## src/hdl/kepq_pkg.sv

```systemverilog
`timescale 1ns / 1ps
`default_nettype none
package kepq_pkg;

  localparam int DEPTH      = 256;
  localparam int IDX_W      = $clog2(DEPTH);
  localparam int CNT_W      = IDX_W + 1;
  localparam int MAX_TYPES  = 64;
  localparam int MAX_PEEK   = 64;
  localparam int PAT_W      = 24;
  localparam int TYPE_W     = 6;
  localparam int TIME_W     = 48;
  localparam int SER_W      = 32;
  localparam int NTYPES_W   = 7;
  localparam int PEEK_W     = 7;
  localparam int FIFO_DEPTH = 2;
  localparam int FPTR_W     = $clog2(FIFO_DEPTH);

  typedef enum logic [2:0] {
    ACT_PUSH      = 3'd0,
    ACT_REMOVE    = 3'd1,
    ACT_MODIFY    = 3'd2,
    ACT_POP       = 3'd3,
    ACT_PEEK_ALL  = 3'd4,
    ACT_PEEK_PAT  = 3'd5,
    ACT_QUERY     = 3'd6,
    ACT_NONE      = 3'd7
  } action_t;

  typedef enum logic [2:0] {
    STAT_OK      = 3'd0,
    STAT_EMPTY   = 3'd1,
    STAT_BADTYPE = 3'd2,
    STAT_NOKEY   = 3'd3,
    STAT_FULL    = 3'd4
  } status_t;

  typedef enum logic [1:0] {
    ST_IDLE,
    ST_SCAN,
    ST_DO,
    ST_FLUSH
  } state_t;

  typedef struct packed {
    action_t               action;
    logic [PAT_W-1:0]      pat;
    logic [TYPE_W-1:0]     typ;
    logic [TIME_W-1:0]     tm;
    logic                  create;
    logic [PEEK_W-1:0]     want;
    logic                  known;
  } cmd_t;

endpackage
`default_nettype wire

```

## src/hdl/kepq_fifo.sv

```systemverilog
`timescale 1ns / 1ps
`default_nettype none
module kepq_fifo (
  input  wire logic           clk,
  input  wire logic           rst,
  input  wire kepq_pkg::cmd_t wr_cmd,
  input  wire logic           wr_valid,
  output logic                wr_ready,
  output kepq_pkg::cmd_t      rd_cmd,
  output logic                rd_valid,
  input  wire logic           rd_ready
);

  kepq_pkg::cmd_t                 entries [kepq_pkg::FIFO_DEPTH];
  logic [kepq_pkg::FPTR_W-1:0]    wr_ptr;
  logic [kepq_pkg::FPTR_W-1:0]    rd_ptr;
  logic [kepq_pkg::FPTR_W:0]      fill;
  logic                           do_wr;
  logic                           do_rd;

  assign wr_ready = (fill != (kepq_pkg::FPTR_W+1)'(kepq_pkg::FIFO_DEPTH));
  assign rd_valid = (fill != '0);
  assign rd_cmd   = entries[rd_ptr];
  assign do_wr    = wr_valid && wr_ready;
  assign do_rd    = rd_valid && rd_ready;

  always_ff @(posedge clk) begin
    if (do_wr) begin
      entries[wr_ptr] <= wr_cmd;
    end
  end

  always_ff @(posedge clk) begin
    if (rst) begin
      wr_ptr <= '0;
      rd_ptr <= '0;
      fill   <= '0;
    end else begin
      if (do_wr) begin
        wr_ptr <= wr_ptr + 1'b1;
      end
      if (do_rd) begin
        rd_ptr <= rd_ptr + 1'b1;
      end
      if (do_wr && !do_rd) begin
        fill <= fill + 1'b1;
      end else if (do_rd && !do_wr) begin
        fill <= fill - 1'b1;
      end
    end
  end

endmodule
`default_nettype wire

```

## config.mk

```make
export PLATFORM = sky130hd
export DESIGN_NAME = kepq_fifo
export DESIGN_NICKNAME = d
export VERILOG_FILES = /design/src/hdl/kepq_pkg.sv /design/src/hdl/kepq_fifo.sv
export SDC_FILE = /design/constraint.sdc
export NUM_CORES = 1
export LEC_CHECK = 0
export ABC_AREA = 1
export BUFFER_PORTS_ARGS = -buffer_cell sky130_fd_sc_hd__buf_2
export CORE_MARGIN = 2
export CORE_UTILIZATION = 45
export DETAILED_ROUTE_END_ITERATION = 6
export GPL_TIMING_DRIVEN = 0
export HOLD_SLACK_MARGIN = 0.03
export PLACE_DENSITY = 0.81
export SLEW_MARGIN = 25
export SYNTH_ARGS = -nofsm -noshare
export SYNTH_HDL_FRONTEND = slang
export SYNTH_SLANG_ARGS = --single-unit
export TNS_END_PERCENT = 10
```

## constraint.sdc

```tcl
create_clock -name clk -period 6.39 [get_ports clk]
set_input_delay 0.639 -clock clk [delete_from_list [all_inputs] [get_ports clk]]
set_output_delay 0.639 -clock clk [all_outputs]
set_load 0.05 [all_outputs]
```

Word-level counts from Yosys, hierarchy flattened
Memories as Yosys holds them, arrays and structs flattened. A register that Yosys moved wholly into a read port is not among the register bits.
Cells that the tools add are included.
- bits in registers: 4
- latch bits: 0
- memory bits (writable): 180
- ROM bits: 0
- bits of input ports: 94
- output and inout bits: 92
- logic and storage cells: 23
- memories: 1
- memories (memory ; depth ; bits a word ; read ports ; clocked after memory_dff ; wr ports ; line ; text):
    entries ; 2 ; 90 ; 1 ; 1 ; 1 ; kepq_fifo.sv:14 ; kepq_pkg::cmd_t entries [kepq_pkg::FIFO_DEPTH];
- $add $sub $neg: 4
- multiply operators: 0
- div/mod/pow operators: 0
- order comparisons: 0
- equality and inequality tests: 1
- shift-type cells: 0
- muxes and demuxes: 6
- bitwise operators: 0
- reductions and logical operators: 8
- operator list (cell ; number):
    1-bit logical AND ; 4
    1-bit 2-to-1 mux ; 4
    2-bit 2-to-1 mux ; 2
    2-bit nonzero test ; 2
    1-bit adder (second input constant) ; 2
    2-bit by 1-bit adder with 2-bit output (second input constant) ; 1
    1-bit zero test ; 2
    2-bit inequality test (second input constant) ; 1
    2-bit by 1-bit subtractor with 2-bit output (second input constant) ; 1

Longest topological paths before layout
- depth after elaboration: 6
- depth in mapped cells: 11
- mapped depth without buffers: 11

Least setup slack after synthesis
Ideal clock, no wire load.
- kind: register to register
- start point: register fill[0] in the netlist's numbering
- end point: memory entries[0][0] in the netlist's numbering (enable)
- library setup time: 540 ps
- arrival: 4694 ps
- required time: 5850 ps
- slack: 1156 ps
- cell stages (with the launch flop): 5
- path buffers: 0
- clock period less this slack: 5234 ps
- cells stage by stage: dfxtp_1 -> inv_1 -> nand2_1 -> nand2_1 -> nor2_1
- word-level cells in the longest chain between the ends: 4
- RTL lines (what ; line ; text):
    from (decl) ; kepq_fifo.sv:17 ; logic [kepq_pkg::FPTR_W:0] fill;
    from (signal assigned) ; kepq_fifo.sv:46 ; fill <= fill + 1'b1;
    from (signal assigned) ; kepq_fifo.sv:48 ; fill <= fill - 1'b1;
    2-bit inequality test ; kepq_fifo.sv:21 ; assign wr_ready = (fill != (kepq_pkg::FPTR_W+1)'(kepq_pkg::FIFO_DEPTH));
    named net wr_ready ; kepq_fifo.sv:8 ; output logic wr_ready,
    1-bit logical AND ; kepq_fifo.sv:24 ; assign do_wr = wr_valid && wr_ready;
    1-bit 2-to-1 mux ; kepq_fifo.sv:28 ; if (do_wr) begin
    1-bit 2-to-1 mux (implied by the code) ; kepq_fifo.sv:29 ; entries[wr_ptr] <= wr_cmd;
    to (decl) ; kepq_fifo.sv:14 ;
The timed path passes the listed nets, and every way through them passes these cells.

==> impl_metrics.toml <==
[clock_network]
cts.htree.levels = 4
cts_resized = 0
post_cts_buffers = 0
cts_tree = "yes"
root_buffer = "clkbuf_16"
cts.clk_slew.worst_paths_ns = 0.06
cts_buffers = 17
clockBufferDepth = 2
clkSinkCount = 185
hold_buffers = 0
clk_latency_ns = 0.42

[yosys]
yosys-top-cells-area = "edfxtp_1, mux2_4, buf_12"
synth_area_um2 = 7190
synth_cells = 317
yosysUniqueCellTypes = 13
synth_top_area_share_pct = 75.2
synth_top_area_cell = "edfxtp_1"
synth.net_count = 412
yosys_warnings = 0
yosysSeqAreaShare_pct = 76.6
ys_seq_elements = 185
synth.avg_cell_area_um2 = 22.7

[die]
fp-row-count = 46
die_x_um = 130
start_util_pct = 45.6
fp.coreArea_um2 = 15800
die-area_um2 = 17000
die_y_um = 130
io_pins = 186

[power]
powerDensity_nw_per_um2 = 451
ir_drop_v = 0.000290
p_leak_nw = 3.67
total_power_mw = 4.16

[worst_setup_path]
r2r-start = "fill[0]"
rrSetupSlack_ns = 4.59
criticalPathCategory = "reg -> out"
worstPathMaxFanout = 10
cp.arrival_ns = 1.72
critPathRequiredTime_ns = 5.75
cp-end-kind = "primary output"
cp-start-kind = "flop"
r2r_cells = 6
r2r_end = "entries[1][7]"

[final_layout]
drive_above_1_share_pct = 60.1
area_growth_pct = 28.3
n_antenna_cell = 0
final_area_um2 = 9220
utilization_pct = 58.5
fillerInstances = 1197
nets = 624
instances_no_fill = 758

[timing]
tightest_slew_ns = 0.409
setup_viol_count_final = 0
hold_viol = 0
fmax_ghz = 0.423
slew_violations = 0
min_period_ns = 2.36
finalClockSkew_ns = 0.00732
rsz0062_at_grt = "no"
fin_ws_ns = 4.03
fin_crit_sh_pct = 37.0
hold_slack_ns = 0.406
fin_tns_setup_ns = 0
relSlewSlack_pct = 72.7

[detailed_routing]
finalWirelength_um = 12700
wl_per_cell_um = 16.7
drtPass1Iterations = 4
route.antenna.remaining_nets = 0
drt_iter0_markers = 200
drc_errors = 0
viasPerCell = 4.72
num_vias = 3580

[flow_run]
cap_viol_max_count = 0

[placement]
port-buffer-count = 185
dp_hpwl_um = 8910
dp_cells = 726
postPlaceCellArea_um2 = 8600
globalplace.congestion = 0.709
pre_cts_ws_ns = 4.37

[worst_hold_path]
hold_path_class = "in -> reg"
whs_path_depth = 1
min_from = "wr_cmd[73]"
worstHoldEndpoint = "entries[0][73]"

[global_routing]
grt_remaining_overflow = 0
grt_pass1_wl_um = 18700
track_usage_pct = 14.8
antenna_found_initial = 2
grt_pass1_vias = 3737
grt_max_degree = 27

[outcome]
status = "finished, final reports clean"
state kept, by name, indices dropped and copies added, names as in the netlist, named ones only:
register / cells
entries: 180
wr_ptr: 1
rd_ptr: 1
fill: 2
cell usage in the layout, fill, tap and decap left out:
master      instances
mux2_4             90
inv_1               8
nor2_4              2
ha_1                1
nor2_1              5
edfxtp_1          180
buf_6               1
clkinv_1            1
buf_16              6
buf_2             185
o21ai_0             2
inv_6               4
nand3_1             2
clkinv_4            1
clkinv_2            4
clkinvlp_4          1
nand4_1             1
dfxtp_1             5
a21oi_1             2
bufinv_16           4
nand2_1             9
clkbuf_16          17
buf_12             11
how the worst max path moves through the flow:
| stage | startpoint | to | cells past startpoint |
|---|---|---|---|
| floorplan | fill[0] | entries[0][0] | 4 |
| global placement | wr_valid | entries[0][31] | 3 |
| CTS | flop | rd_cmd[55] | 4 |
| global route | flop | rd_cmd[55] | 4 |
| finish | flop | rd_cmd[55] | 4 |
| detailed placement | wr_valid | entries[1][5] | 5 |
logic make-up (layout without fill, tap and decap cells):
kind of cell,after synthesis,count (layout),synth area share (%)
AOI/OAI and AO/OA,4,4,0.279
adders and majority gates,1,1,0.174
DFF,185,185,76.6
and+or+nand+nor,19,19,1.06
muxes,90,90,18.8
buffers and inverters,18,243,3.08
metal layers:
| layer | share of wire [%] | GRT usage, % |
|---|---|---|
| met5 | 0.18 | 0 |
| met4 | 1.4 | 5.88 |
| met3 | 6.6 | 5.09 |
| met2 | 51 | 25.3 |
| met1 | 41 | 17.5 |
cells in the mapped netlist:
cell and count:
o21ai_0 2, nand4_1 1, ha_1 1, nand3_1 2, a21oi_1 2, buf_12 9, dfxtp_1 5, inv_1 8
mux2_4 90, nor2_1 7, buf_6 1, edfxtp_1 180, nand2_1 9
critical path: stages (launching register included):
cell	delay [ns]
dfxtp_1	0.32
buf_6	0.25
buf_12	0.19
mux2_4	0.31
buf_2	0.22
power breakdown:
part	internal, mW	switching, mW	total [mW]
registers	1.53	0.0428	1.57
clock network	0.656	0.440	1.10
logic	0.521	0.970	1.49
layout make-up:
cell class,instances,area [µm²],share of cell area [%]
Multi-Input combinational cell,114,1480,16.0
Timing Repair Buffer,193,1130,12.3
Sequential cell,185,5510,59.7
Clock buffer,17,425,4.61
Tap cell,216,270,2.93
Buffer,10,191,2.08
Clock inverter,15,195,2.12
Inverter,8,30.0,0.326
Power figures use the tool's default switching activity.
