$ cat src/hdl/kepq_pkg.sv
`timescale 1ns / 1ps
`default_nettype none
package kepq_pkg;

  localparam int DEPTH      = 256;
  localparam int IDX_W      = $clog2(DEPTH);
  localparam int CNT_W      = IDX_W + 1;
  localparam int MAX_TYPES  = 64;
  localparam int MAX_PEEK   = 64;
  localparam int PAT_W      = 24;
  localparam int TYPE_W     = 6;
  localparam int TIME_W     = 48;
  localparam int SER_W      = 32;
  localparam int NTYPES_W   = 7;
  localparam int PEEK_W     = 7;
  localparam int FIFO_DEPTH = 2;
  localparam int FPTR_W     = $clog2(FIFO_DEPTH);

  typedef enum logic [2:0] {
    ACT_PUSH      = 3'd0,
    ACT_REMOVE    = 3'd1,
    ACT_MODIFY    = 3'd2,
    ACT_POP       = 3'd3,
    ACT_PEEK_ALL  = 3'd4,
    ACT_PEEK_PAT  = 3'd5,
    ACT_QUERY     = 3'd6,
    ACT_NONE      = 3'd7
  } action_t;

  typedef enum logic [2:0] {
    STAT_OK      = 3'd0,
    STAT_EMPTY   = 3'd1,
    STAT_BADTYPE = 3'd2,
    STAT_NOKEY   = 3'd3,
    STAT_FULL    = 3'd4
  } status_t;

  typedef enum logic [1:0] {
    ST_IDLE,
    ST_SCAN,
    ST_DO,
    ST_FLUSH
  } state_t;

  typedef struct packed {
    action_t               action;
    logic [PAT_W-1:0]      pat;
    logic [TYPE_W-1:0]     typ;
    logic [TIME_W-1:0]     tm;
    logic                  create;
    logic [PEEK_W-1:0]     want;
    logic                  known;
  } cmd_t;

endpackage
`default_nettype wire

$ cat src/hdl/kepq_if.sv
`timescale 1ns / 1ps
`default_nettype none
interface kepq_req_if;
  logic                          valid;
  logic                          ready;
  logic [2:0]                    action;
  logic [kepq_pkg::PAT_W-1:0]    patient;
  logic [kepq_pkg::TYPE_W-1:0]   event_type;
  logic [kepq_pkg::TIME_W-1:0]   event_time;
  logic                          create_new;
  logic [kepq_pkg::PEEK_W-1:0]   peek_count;
  modport source (output valid, action, patient, event_type, event_time,
                  create_new, peek_count, input ready);
  modport sink (input valid, action, patient, event_type, event_time,
                create_new, peek_count, output ready);
endinterface


interface kepq_cfg_if;
  logic                          valid;
  logic                          ready;
  logic [kepq_pkg::NTYPES_W-1:0] num_event_types;
  modport source (output valid, num_event_types, input ready);
  modport sink (input valid, num_event_types, output ready);
endinterface
`default_nettype wire

$ cat src/hdl/kepq_front.sv
`timescale 1ns / 1ps
`default_nettype none
module kepq_front (
  input  wire logic           clk,
  input  wire logic           rst,
  kepq_cfg_if.sink            cfg,
  kepq_req_if.sink            req,
  output kepq_pkg::cmd_t      cmd,
  output logic                cmd_valid,
  input  wire logic           cmd_ready
);

  logic [kepq_pkg::NTYPES_W-1:0] num_types;

  assign cfg.ready = 1'b1;

  always_ff @(posedge clk) begin
    if (rst) begin
      num_types <= kepq_pkg::NTYPES_W'(kepq_pkg::MAX_TYPES);
    end else if (cfg.valid) begin
      num_types <= cfg.num_event_types;
    end
  end

  assign req.ready = cmd_ready;
  assign cmd_valid = req.valid;

  always_comb begin
    cmd.action = kepq_pkg::action_t'(req.action);
    cmd.pat    = req.patient;
    cmd.typ    = req.event_type;
    cmd.tm     = req.event_time;
    cmd.create = req.create_new;
    cmd.want   = (req.peek_count > kepq_pkg::PEEK_W'(kepq_pkg::MAX_PEEK)) ?
                 kepq_pkg::PEEK_W'(kepq_pkg::MAX_PEEK) : req.peek_count;
    // type limit is min(register, MAX_TYPES)
    cmd.known  = (num_types > kepq_pkg::NTYPES_W'(kepq_pkg::MAX_TYPES)) ?
                 (kepq_pkg::NTYPES_W'(req.event_type) <
                  kepq_pkg::NTYPES_W'(kepq_pkg::MAX_TYPES)) :
                 (kepq_pkg::NTYPES_W'(req.event_type) < num_types);
  end

endmodule
`default_nettype wire

$ cat src/flat_wrapper.sv
// flat-port wrapper written by rule: the top's interface ports become plain ports
module kepq_front_flat 
  (clk, rst, cmd, cmd_valid, cmd_ready, cfg_valid, cfg_num_event_types, cfg_ready, req_valid, req_action, req_patient, req_event_type, req_event_time, req_create_new, req_peek_count, req_ready);
  kepq_cfg_if cfg_i ();
  kepq_req_if req_i ();
  input  wire logic clk;
  input  wire logic rst;
  output kepq_pkg::cmd_t cmd;
  output logic cmd_valid;
  input  wire logic cmd_ready;
  input wire logic [$bits(cfg_i.valid)-1:0] cfg_valid;
  input wire logic [$bits(cfg_i.num_event_types)-1:0] cfg_num_event_types;
  output wire logic [$bits(cfg_i.ready)-1:0] cfg_ready;
  input wire logic [$bits(req_i.valid)-1:0] req_valid;
  input wire logic [$bits(req_i.action)-1:0] req_action;
  input wire logic [$bits(req_i.patient)-1:0] req_patient;
  input wire logic [$bits(req_i.event_type)-1:0] req_event_type;
  input wire logic [$bits(req_i.event_time)-1:0] req_event_time;
  input wire logic [$bits(req_i.create_new)-1:0] req_create_new;
  input wire logic [$bits(req_i.peek_count)-1:0] req_peek_count;
  output wire logic [$bits(req_i.ready)-1:0] req_ready;
  assign cfg_i.valid = cfg_valid;
  assign cfg_i.num_event_types = cfg_num_event_types;
  assign cfg_ready = cfg_i.ready;
  assign req_i.valid = req_valid;
  assign req_i.action = req_action;
  assign req_i.patient = req_patient;
  assign req_i.event_type = req_event_type;
  assign req_i.event_time = req_event_time;
  assign req_i.create_new = req_create_new;
  assign req_i.peek_count = req_peek_count;
  assign req_ready = req_i.ready;
  kepq_front u_core (.clk(clk), .rst(rst), .cfg(cfg_i), .req(req_i), .cmd(cmd), .cmd_valid(cmd_valid), .cmd_ready(cmd_ready));
endmodule
$ cat config.mk
export PLATFORM = sky130hd
export DESIGN_NAME = kepq_front_flat
export DESIGN_NICKNAME = d
export VERILOG_FILES = /design/src/hdl/kepq_pkg.sv /design/src/hdl/kepq_if.sv /design/src/hdl/kepq_front.sv /design/src/flat_wrapper.sv
export SDC_FILE = /design/constraint.sdc
export NUM_CORES = 1
export LEC_CHECK = 0
export ABC_AREA = 0
export BUFFER_PORTS_ARGS = -buffer_cell sky130_fd_sc_hd__buf_2
export CAP_MARGIN = 0
export CORE_AREA = 4 4 74 76
export CTS_BUF_LIST = sky130_fd_sc_hd__clkbuf_16
export CTS_CLUSTER_SIZE = 10
export DETAILED_ROUTE_END_ITERATION = 16
export DIE_AREA = 0 0 78 80
export PLACE_DENSITY_LB_ADDON = 0.25
export SYNTH_ARGS = -nofsm -noshare
export SYNTH_HDL_FRONTEND = slang
export SYNTH_SLANG_ARGS = --single-unit
export TNS_END_PERCENT = 1
$ cat constraint.sdc
create_clock -name clk -period 1.1 [get_ports clk]
set_input_delay 0.11 -clock clk [delete_from_list [all_inputs] [get_ports clk]]
set_output_delay 0.11 -clock clk [all_outputs]
set_load 0.005 [all_outputs]
[After elaboration in Yosys (flattened, before gate mapping)]
Index checks and enable logic that the tools add are counted.
W data, S select, Z words.
Cells by class
  $lt $le $gt $ge: 3
  mux-type cells: 2
Operators with widths (count)
  $gt A7 B7 Y1 const B: 2
  $lt A6 B7 Y1: 1
  $mux W7: 1
  $mux W1: 1
Storage, ports and cells
  register bits after elaboration: 7
  bits of input ports: 101
  output and inout port bits: 93
  logic and storage cells: 6

[Longest topological paths before layout]
Gate-level depths: netlist of run 1.
  depth in word-level cells: 2
  gate-level depth with buffers: 5
  mapped depth without buffers: 5

[Worst setup path after synthesis of run 1]
No wires, ideal clock.
  path type: register to output
  from: reg u_core.num_types[2] (netlist bit)
  to: out cmd[0] (netlist bit)
  arrival: 1.067 ns
  required time: 0.990 ns
  slack: -0.077 ns
  cell stages (with the launch flop): 6
  buffers on the path: 0
  cells stage by stage: dfxtp_1 > inv_1 > ha_1 > a21o_1 > a31oi_1 > o22a_1
RTL lines
  start, declared: RTL line kepq_front.sv:13  | logic [kepq_pkg::NTYPES_W-1:0] num_types;
  start signal, assigned: RTL line kepq_front.sv:19  | num_types <= kepq_pkg::NTYPES_W'(kepq_pkg::MAX_TYPES);
  start signal, assigned: RTL line kepq_front.sv:21  | num_types <= cfg.num_event_types;
  end, declared: RTL line flat_wrapper.sv:8  | output kepq_pkg::cmd_t cmd;

==> results of run 1 <==
per-stage QoR:
stage | setup slack (ps) | hold WS (ps) | setup TNS, ps | instances
global placement | -198 | 220 | -198 | 149
floorplan | -50.7 | 175 | -50.7 | 132
finish | -379 | 109 | -379 | 153
detailed placement | -225 | 220 | -225 | 149
global route | -445 | 100 | -445 | 153
CTS | -401 | 99.0 | -401 | 153
worst max-delay path, delay by kind of cell (launching register included):
family                   cells  cell delay (ps)
AO/OA/AOI/OAI                3              450
adder cells (fa/ha/maj)      1              210
buffers and inverters        2              140
flip-flops                   1              330
worst min path at each step:
stage / end
after global placement: cmd[12]
after detailed placement: cmd[12]
after CTS: u_core.num_types[6]$_SDFFE_PP1P_
after floorplan: u_core.num_types[2]$_SDFFE_PP0P_
final: u_core.num_types[6]$_SDFFE_PP1P_
after global routing: u_core.num_types[6]$_SDFFE_PP1P_
timing repair:
item | in CTS | in global routing
setup endpoints to repair | 1 | 1
gates resized for setup | 3 | 1
pin swaps | 3 | 1
cloned | 0 | 0
hold endpoints to repair | 0 | 0
routing by layer:
layer	track usage [%]	vias up	routed length (microns)
li1	-	232	-
met1	5.23	228	654
met2	11.3	97	1160
met3	7.00	18	622
met4	4.90	0	109
met5	0	-	0
logic make-up after synthesis:
logic type,after synthesis
fa+ha+maj,5
simple gates,15
buf+inv,92
other cells,1
flops,7
mux,6
compound gates,6
report_power, final:
group / internal, mW / switching [mW]
Combinational: 0.102 / 0.0812
Sequential: 0.271 / 0.00876
Clock: 0.473 / 0.142
Total: 0.847 / 0.232
layout make-up:
class	instances	area share [%]
clock buffers	3	9.46
repair buffers	37	23.7
clock inverters	1	0.473
well taps	67	10.6
inverters	5	2.37
multi-input cells	33	35.6
flip-flops and latches	7	17.8
cells in the final DEF (no fill, tap or decap), drive strengths merged:
cell / netlist / routed
a211o: 1 / 1
a21o: 2 / 2
a21oi: 1 / 1
a31oi: 1 / 1
buf: 86 / 37
clkbuf: 1 / 3
conb: 1 / 1
dfxtp: 7 / 7
ha: 5 / 5
inv: 5 / 6
mux2i: 6 / 6
nand2b: 1 / 1
nand4b: 1 / 1
nor2: 6 / 6
nor2b: 7 / 7
o22a: 1 / 1
==> summary.md, run 1 <==
| Metric | Value |
|---|---|
| Post-synth top cells | 86 x buf_4, 7 x dfxtp_1, 7 x nor2b_1 |
| DRC | 0 |
| Worst path slowest cell | dfxtp_2 |
| Sequential Area | 141 sq um |
| TritonRoute pass-1 iters | 4 |
| Die footprint | 6240 sq um |
| HPWL after detailed placement | 2.22 mm |
| Area leader, netlist | buf_4 |
| RSZ-0062 raised after global routing | true |
| Sequential cell area fraction in the yosys report | 13.2% |
| Biggest regs | u_core.num_types: 7 flops |
| Hold-fix buffers, CTS | 0 |
| Multiplexer share of the synthesized area | 5.67% |
| Clock root buffer | clkbuf_16 |
| Clk_lat worst skew | 230 ps |
| Core Box Area | 4720 sq um |
| Area of the multi-input gates | 283 sq um |
| Placement Cell Area | 683 sq um |
| Routed length per instance | 16.7 microns |
| Detailed-route wire length | 2.55 mm |
| R2r endpoint | u_core.num_types[6]$_SDFFE_PP1P_ |
| Via density | 3.76 |
| CTS H-tree lvls | 1 |
| Asr flop ratio synth | 0% |
| Row Count | 25 |
| Min-delay src | cfg_num_event_types[6] |
| GRT Total Usage | 7.10% |
| Fmax | 676 MHz |
| Max Cap Viol | 0 |
| Max VDD drop | 0.620 mV |
| Synthesized instance count | 132 |
| Failing checks | setup timing |
| Initial DRC Count | 13 |
| Final Total Pwr | 1.08 mW |
| Gp weighted congestion | 0.833 |
| Setup violators final | 1 |
| Max reg flops | 7 |
| CTS clk-pin slew, worst paths | 40 ps |
| Power Density | 1360 nW/um^2 |
| Yosys warnings | 0 |
| First-pass GRT wire length | 3.37 mm |
| Clock sink count | 7 |
| Initial antenna violation count | 0 |
| CP startpoint | u_core.num_types[2]$_SDFFE_PP0P_ |
| Startpoint Class | flip-flop |
| Antenna viol nets, final | 0 |
| Synth Area per Inst | 8.03 sq um |
| Largest family of logic cells by synthesized area | buffers and inverters |
| Leak Pwr | 0.386 nW |
| Max Slew Vio Count | 0 |
| R2R setup slack | 320 ps |
| Worst Path Max Fanout | 2 |
| CTS buffer count | 3 |
| Antenna cells | 0 |
| Fraction of layout cells with a size suffix above 1 | 52.3% |
| P&R area growth vs syn | -25.1% |
| Largest reg by FF count | u_core.num_types |
| R2R depth | 2 |
| Seq cells post-synth | 7 |
| Fin nets | 193 |
| I/O Buffers | 36 |
| Crit path capture type | output pin |
| Grt ovf | 0 |
| Vias | 575 |
| Final Cell Area | 793 sq um |
| Synth Flop Type | dfxtp_1 |
| Adder-Cell Fraction of Synth Area | 5.90% |
| Crit path cell chain | inv_2, ha_4, a21o_1, a31oi_2, o22a_1, buf_2 |
| Largest net degree at the start of global routing | 9 |
| Critical Path End | cmd[0] |
| CTS tree | yes |
| Simple-gate share of the synthesized area | 7.67% |
| Share of the synthesized area in the top cell type | 60.9% |
| Mapped Area | 1060 sq um |
| Synth area leaders | buf_4 61%, dfxtp_1 13%, ha_1 5.9% |
| Vias in the first global route | 571 |
| Hold crit path type | input port to flip-flop |
| Hold depth | 2 |
| Top-count cell post-synth | buf_4 |
| Fillers | 533 |
| Die height | 80 microns |
| Die Wd | 78 microns |
| Io pins | 194 |
| Post-layout min period | 1480 ps |
| Setup bufs post-CTS | 0 |
| Count of cell types in the netlist | 16 |
| Syn nets | 238 |
| Compound-Gate Fraction of Synth Area | 4.13% |
| Starting Density | 22.4% |
| Post-Synth XOR/XNOR Area | 0% |
| Worst reg2reg path startpoint | u_core.num_types[6]$_SDFFE_PP1P_ |
| Final core occ | 16.8% |
| Max incr delay on CP | 330 ps |
| Period utilization | 134% |
| Clock Path Buffers | 2 |
| CP required | 990 ps |
| Critical path data arrival time | 1370 ps |
| Final hold violations | 0 |
| PnR worst setup slack | -379 ps |
| Clock Skew | 0 ps |
| Setup Crit Path Kind | flip-flop to output pin |
| Status | finished, violations left |
| EDFF count, synth | 0 |
Note: power is estimated with default switching activity, not from simulation.
==> run 2: changes to the inputs <==
--- a/config.mk
+++ b/config.mk
@@ -13,6 +13,7 @@
 export CTS_CLUSTER_SIZE = 10
 export DETAILED_ROUTE_END_ITERATION = 16
 export DIE_AREA = 0 0 78 80
+export GPL_TIMING_DRIVEN = 0
 export PLACE_DENSITY_LB_ADDON = 0.25
 export SYNTH_ARGS = -nofsm -noshare
 export SYNTH_HDL_FRONTEND = slang
==> run 2 against run 1 <==
Against the previous run: critical path type unchanged; fmax decreased by 0.83%; the run still ends with setup timing left; die area unchanged; critical path depth unchanged; final cell count increased by 110%; clock skew unchanged.
==> summary.md, run 2 (same netlist as run 1, synthesis figures left out) <==
| Metric | Value |
|---|---|
| Status | finished, violations left |
| Failing checks | setup timing |
| Critical path data arrival time | 1380 ps |
| Setup TNS Final | -391 ps |
| R2R depth | 2 |
| CTS buffer count | 3 |
| Most common cell after layout, fill and taps aside | buf_2 |
| Die footprint | 6240 sq um |
| CP required | 990 ps |
| Post-layout min period | 1490 ps |
| Max Cap Viol | 0 |
| Gp weighted congestion | 0.729 |
| Max Slew Vio Count | 0 |
| I/O Buffers | 113 |
| TritonRoute pass-1 iters | 2 |
| Startpoint Class | flip-flop |
| Antenna cells | 0 |
| Die height | 80 microns |
| HPWL after detailed placement | 3.31 mm |
| Vias in the first global route | 1026 |
| Period utilization | 136% |
| Leak Pwr | 1.10 nW |
| Initial antenna violation count | 0 |
| Power Density | 803 nW/um^2 |
| Detailed-route wire length | 3.62 mm |
| CTS tree | yes |
| Max reg flops | 7 |
| Biggest regs | u_core.num_types: 7 flops |
| Fraction of layout cells with a size suffix above 1 | 84.4% |
| Gr busiest metal | met2 |
| Hold depth | 2 |
| Fin nets | 357 |
| CTS clk-pin slew, worst paths | 40 ps |
| Layout Cells excl Fill | 317 |
| Largest net degree at the start of global routing | 9 |
| Via density | 3.43 |
| Inst Count DP | 312 |
| Io pins | 194 |
| Die Wd | 78 microns |
| First-pass GRT wire length | 5.02 mm |
| Grt ovf | 0 |
| Initial DRC Count | 2 |
| Met1 Use GR | 9.10% |
| Crit path cell chain | inv_1, ha_4, a21o_1, a21oi_2, o22a_1, buf_2 |
| Worst Path Max Fanout | 2 |
| Fmax | 671 MHz |
| RSZ-0062 raised after global routing | true |
| Clk_lat worst skew | 230 ps |
| Largest reg by FF count | u_core.num_types |
| Setup Crit Path Kind | flip-flop to output pin |
| Final Total Pwr | 1.47 mW |
| Clock Skew | 0 ps |
| Hold slack final | 91.8 ps |
| DRC | 0 |
| PnR worst setup slack | -391 ps |
| Max VDD drop | 0.964 mV |
| Setup violators final | 1 |
| Max incr delay on CP | 310 ps |
| Antenna viol nets, final | 0 |
| CTS H-tree lvls | 1 |
| Starting Density | 22.4% |
| Met3 Use GR | 3.39% |
| Hold crit path type | input port to flip-flop |
| P&R area growth vs syn | 73.1% |
| Final hold violations | 0 |
| Vias | 1087 |
| Most frequent cells in the layout | 113 x buf_2, 87 x buf_4, 7 x nor2b_1 |
| Clock Path Buffers | 2 |
| Clock sink count | 7 |
| GRT Total Usage | 9.95% |
| Row Count | 25 |
| Worst path slowest cell | dfxtp_2 |
| Crit path capture type | output pin |
| Core Box Area | 4720 sq um |
| Routed length per instance | 11.4 microns |
| M2 GR Usage | 19.9% |
| Clock root buffer | clkbuf_16 |
==> run 2: cell type report <==
class | instances | area (sq um)
flip-flops and latches | 7 | 144
well taps | 67 | 83.8
repair buffers | 114 | 573
fillers | 485 | 2890
multi-input cells | 33 | 287
clock inverters | 1 | 3.75
clock buffers | 3 | 75.1
inverters | 5 | 18.8
plain buffers | 87 | 649
==> run 2: repair_timing <==
| item | CTS | global route |
|---|---|---|
| gates resized for setup | 5 | 2 |
| setup endpoints to repair | 1 | 1 |
| buffers inserted | 1 | 0 |
| pin swaps | 4 | 1 |
| hold buffers | 0 | 0 |
==> run 2: path summary, 6_finish.rpt <==
| check | startpoint | to | slack [ps] |
|---|---|---|---|
| max | u_core.num_types[4]$_SDFFE_PP0P_ | cmd[0] | -390 |
| min | cfg_num_event_types[6] | u_core.num_types[6]$_SDFFE_PP1P_ | 90 |
| max reg2reg | u_core.num_types[6]$_SDFFE_PP1P_ | u_core.num_types[6]$_SDFFE_PP1P_ | 330 |
| min reg2reg | u_core.num_types[1]$_SDFFE_PP0P_ | u_core.num_types[1]$_SDFFE_PP0P_ | 480 |
==> run 2: critical path, delay by kind of cell, from the launching register on <==
family          cells  cell delay, ps
flops               1             310
fa+ha+maj           1             210
compound gates      3             430
buf+inv             2             200
==> run 2: metrics by stage <==
step	instance area (sq um)	worst slack (ps)	util (%)
after global routing	1830	-459	38.8
final	1830	-391	38.8
after CTS	1830	-435	38.7
after global placement	1710	-251	36.2
after detailed placement	1710	-257	36.2
after floorplan	1060	-50.7	-
==> run 2: power by group <==
part	internal, mW	total, mW	switching, mW	leakage [nW]
registers	0.272	0.281	0.00885	0.0590
logic	0.387	0.571	0.185	1.00
clock network	0.474	0.620	0.147	0.0423
total	1.13	1.47	0.340	1.10
==> run 2: routing by layer <==
layer  part of all wire, %  vias to the layer above
met5                     0                        -
met4                  0.99                        0
met3                    15                        3
met2                    57                       90
met1                    28                      435
li1                      -                      559
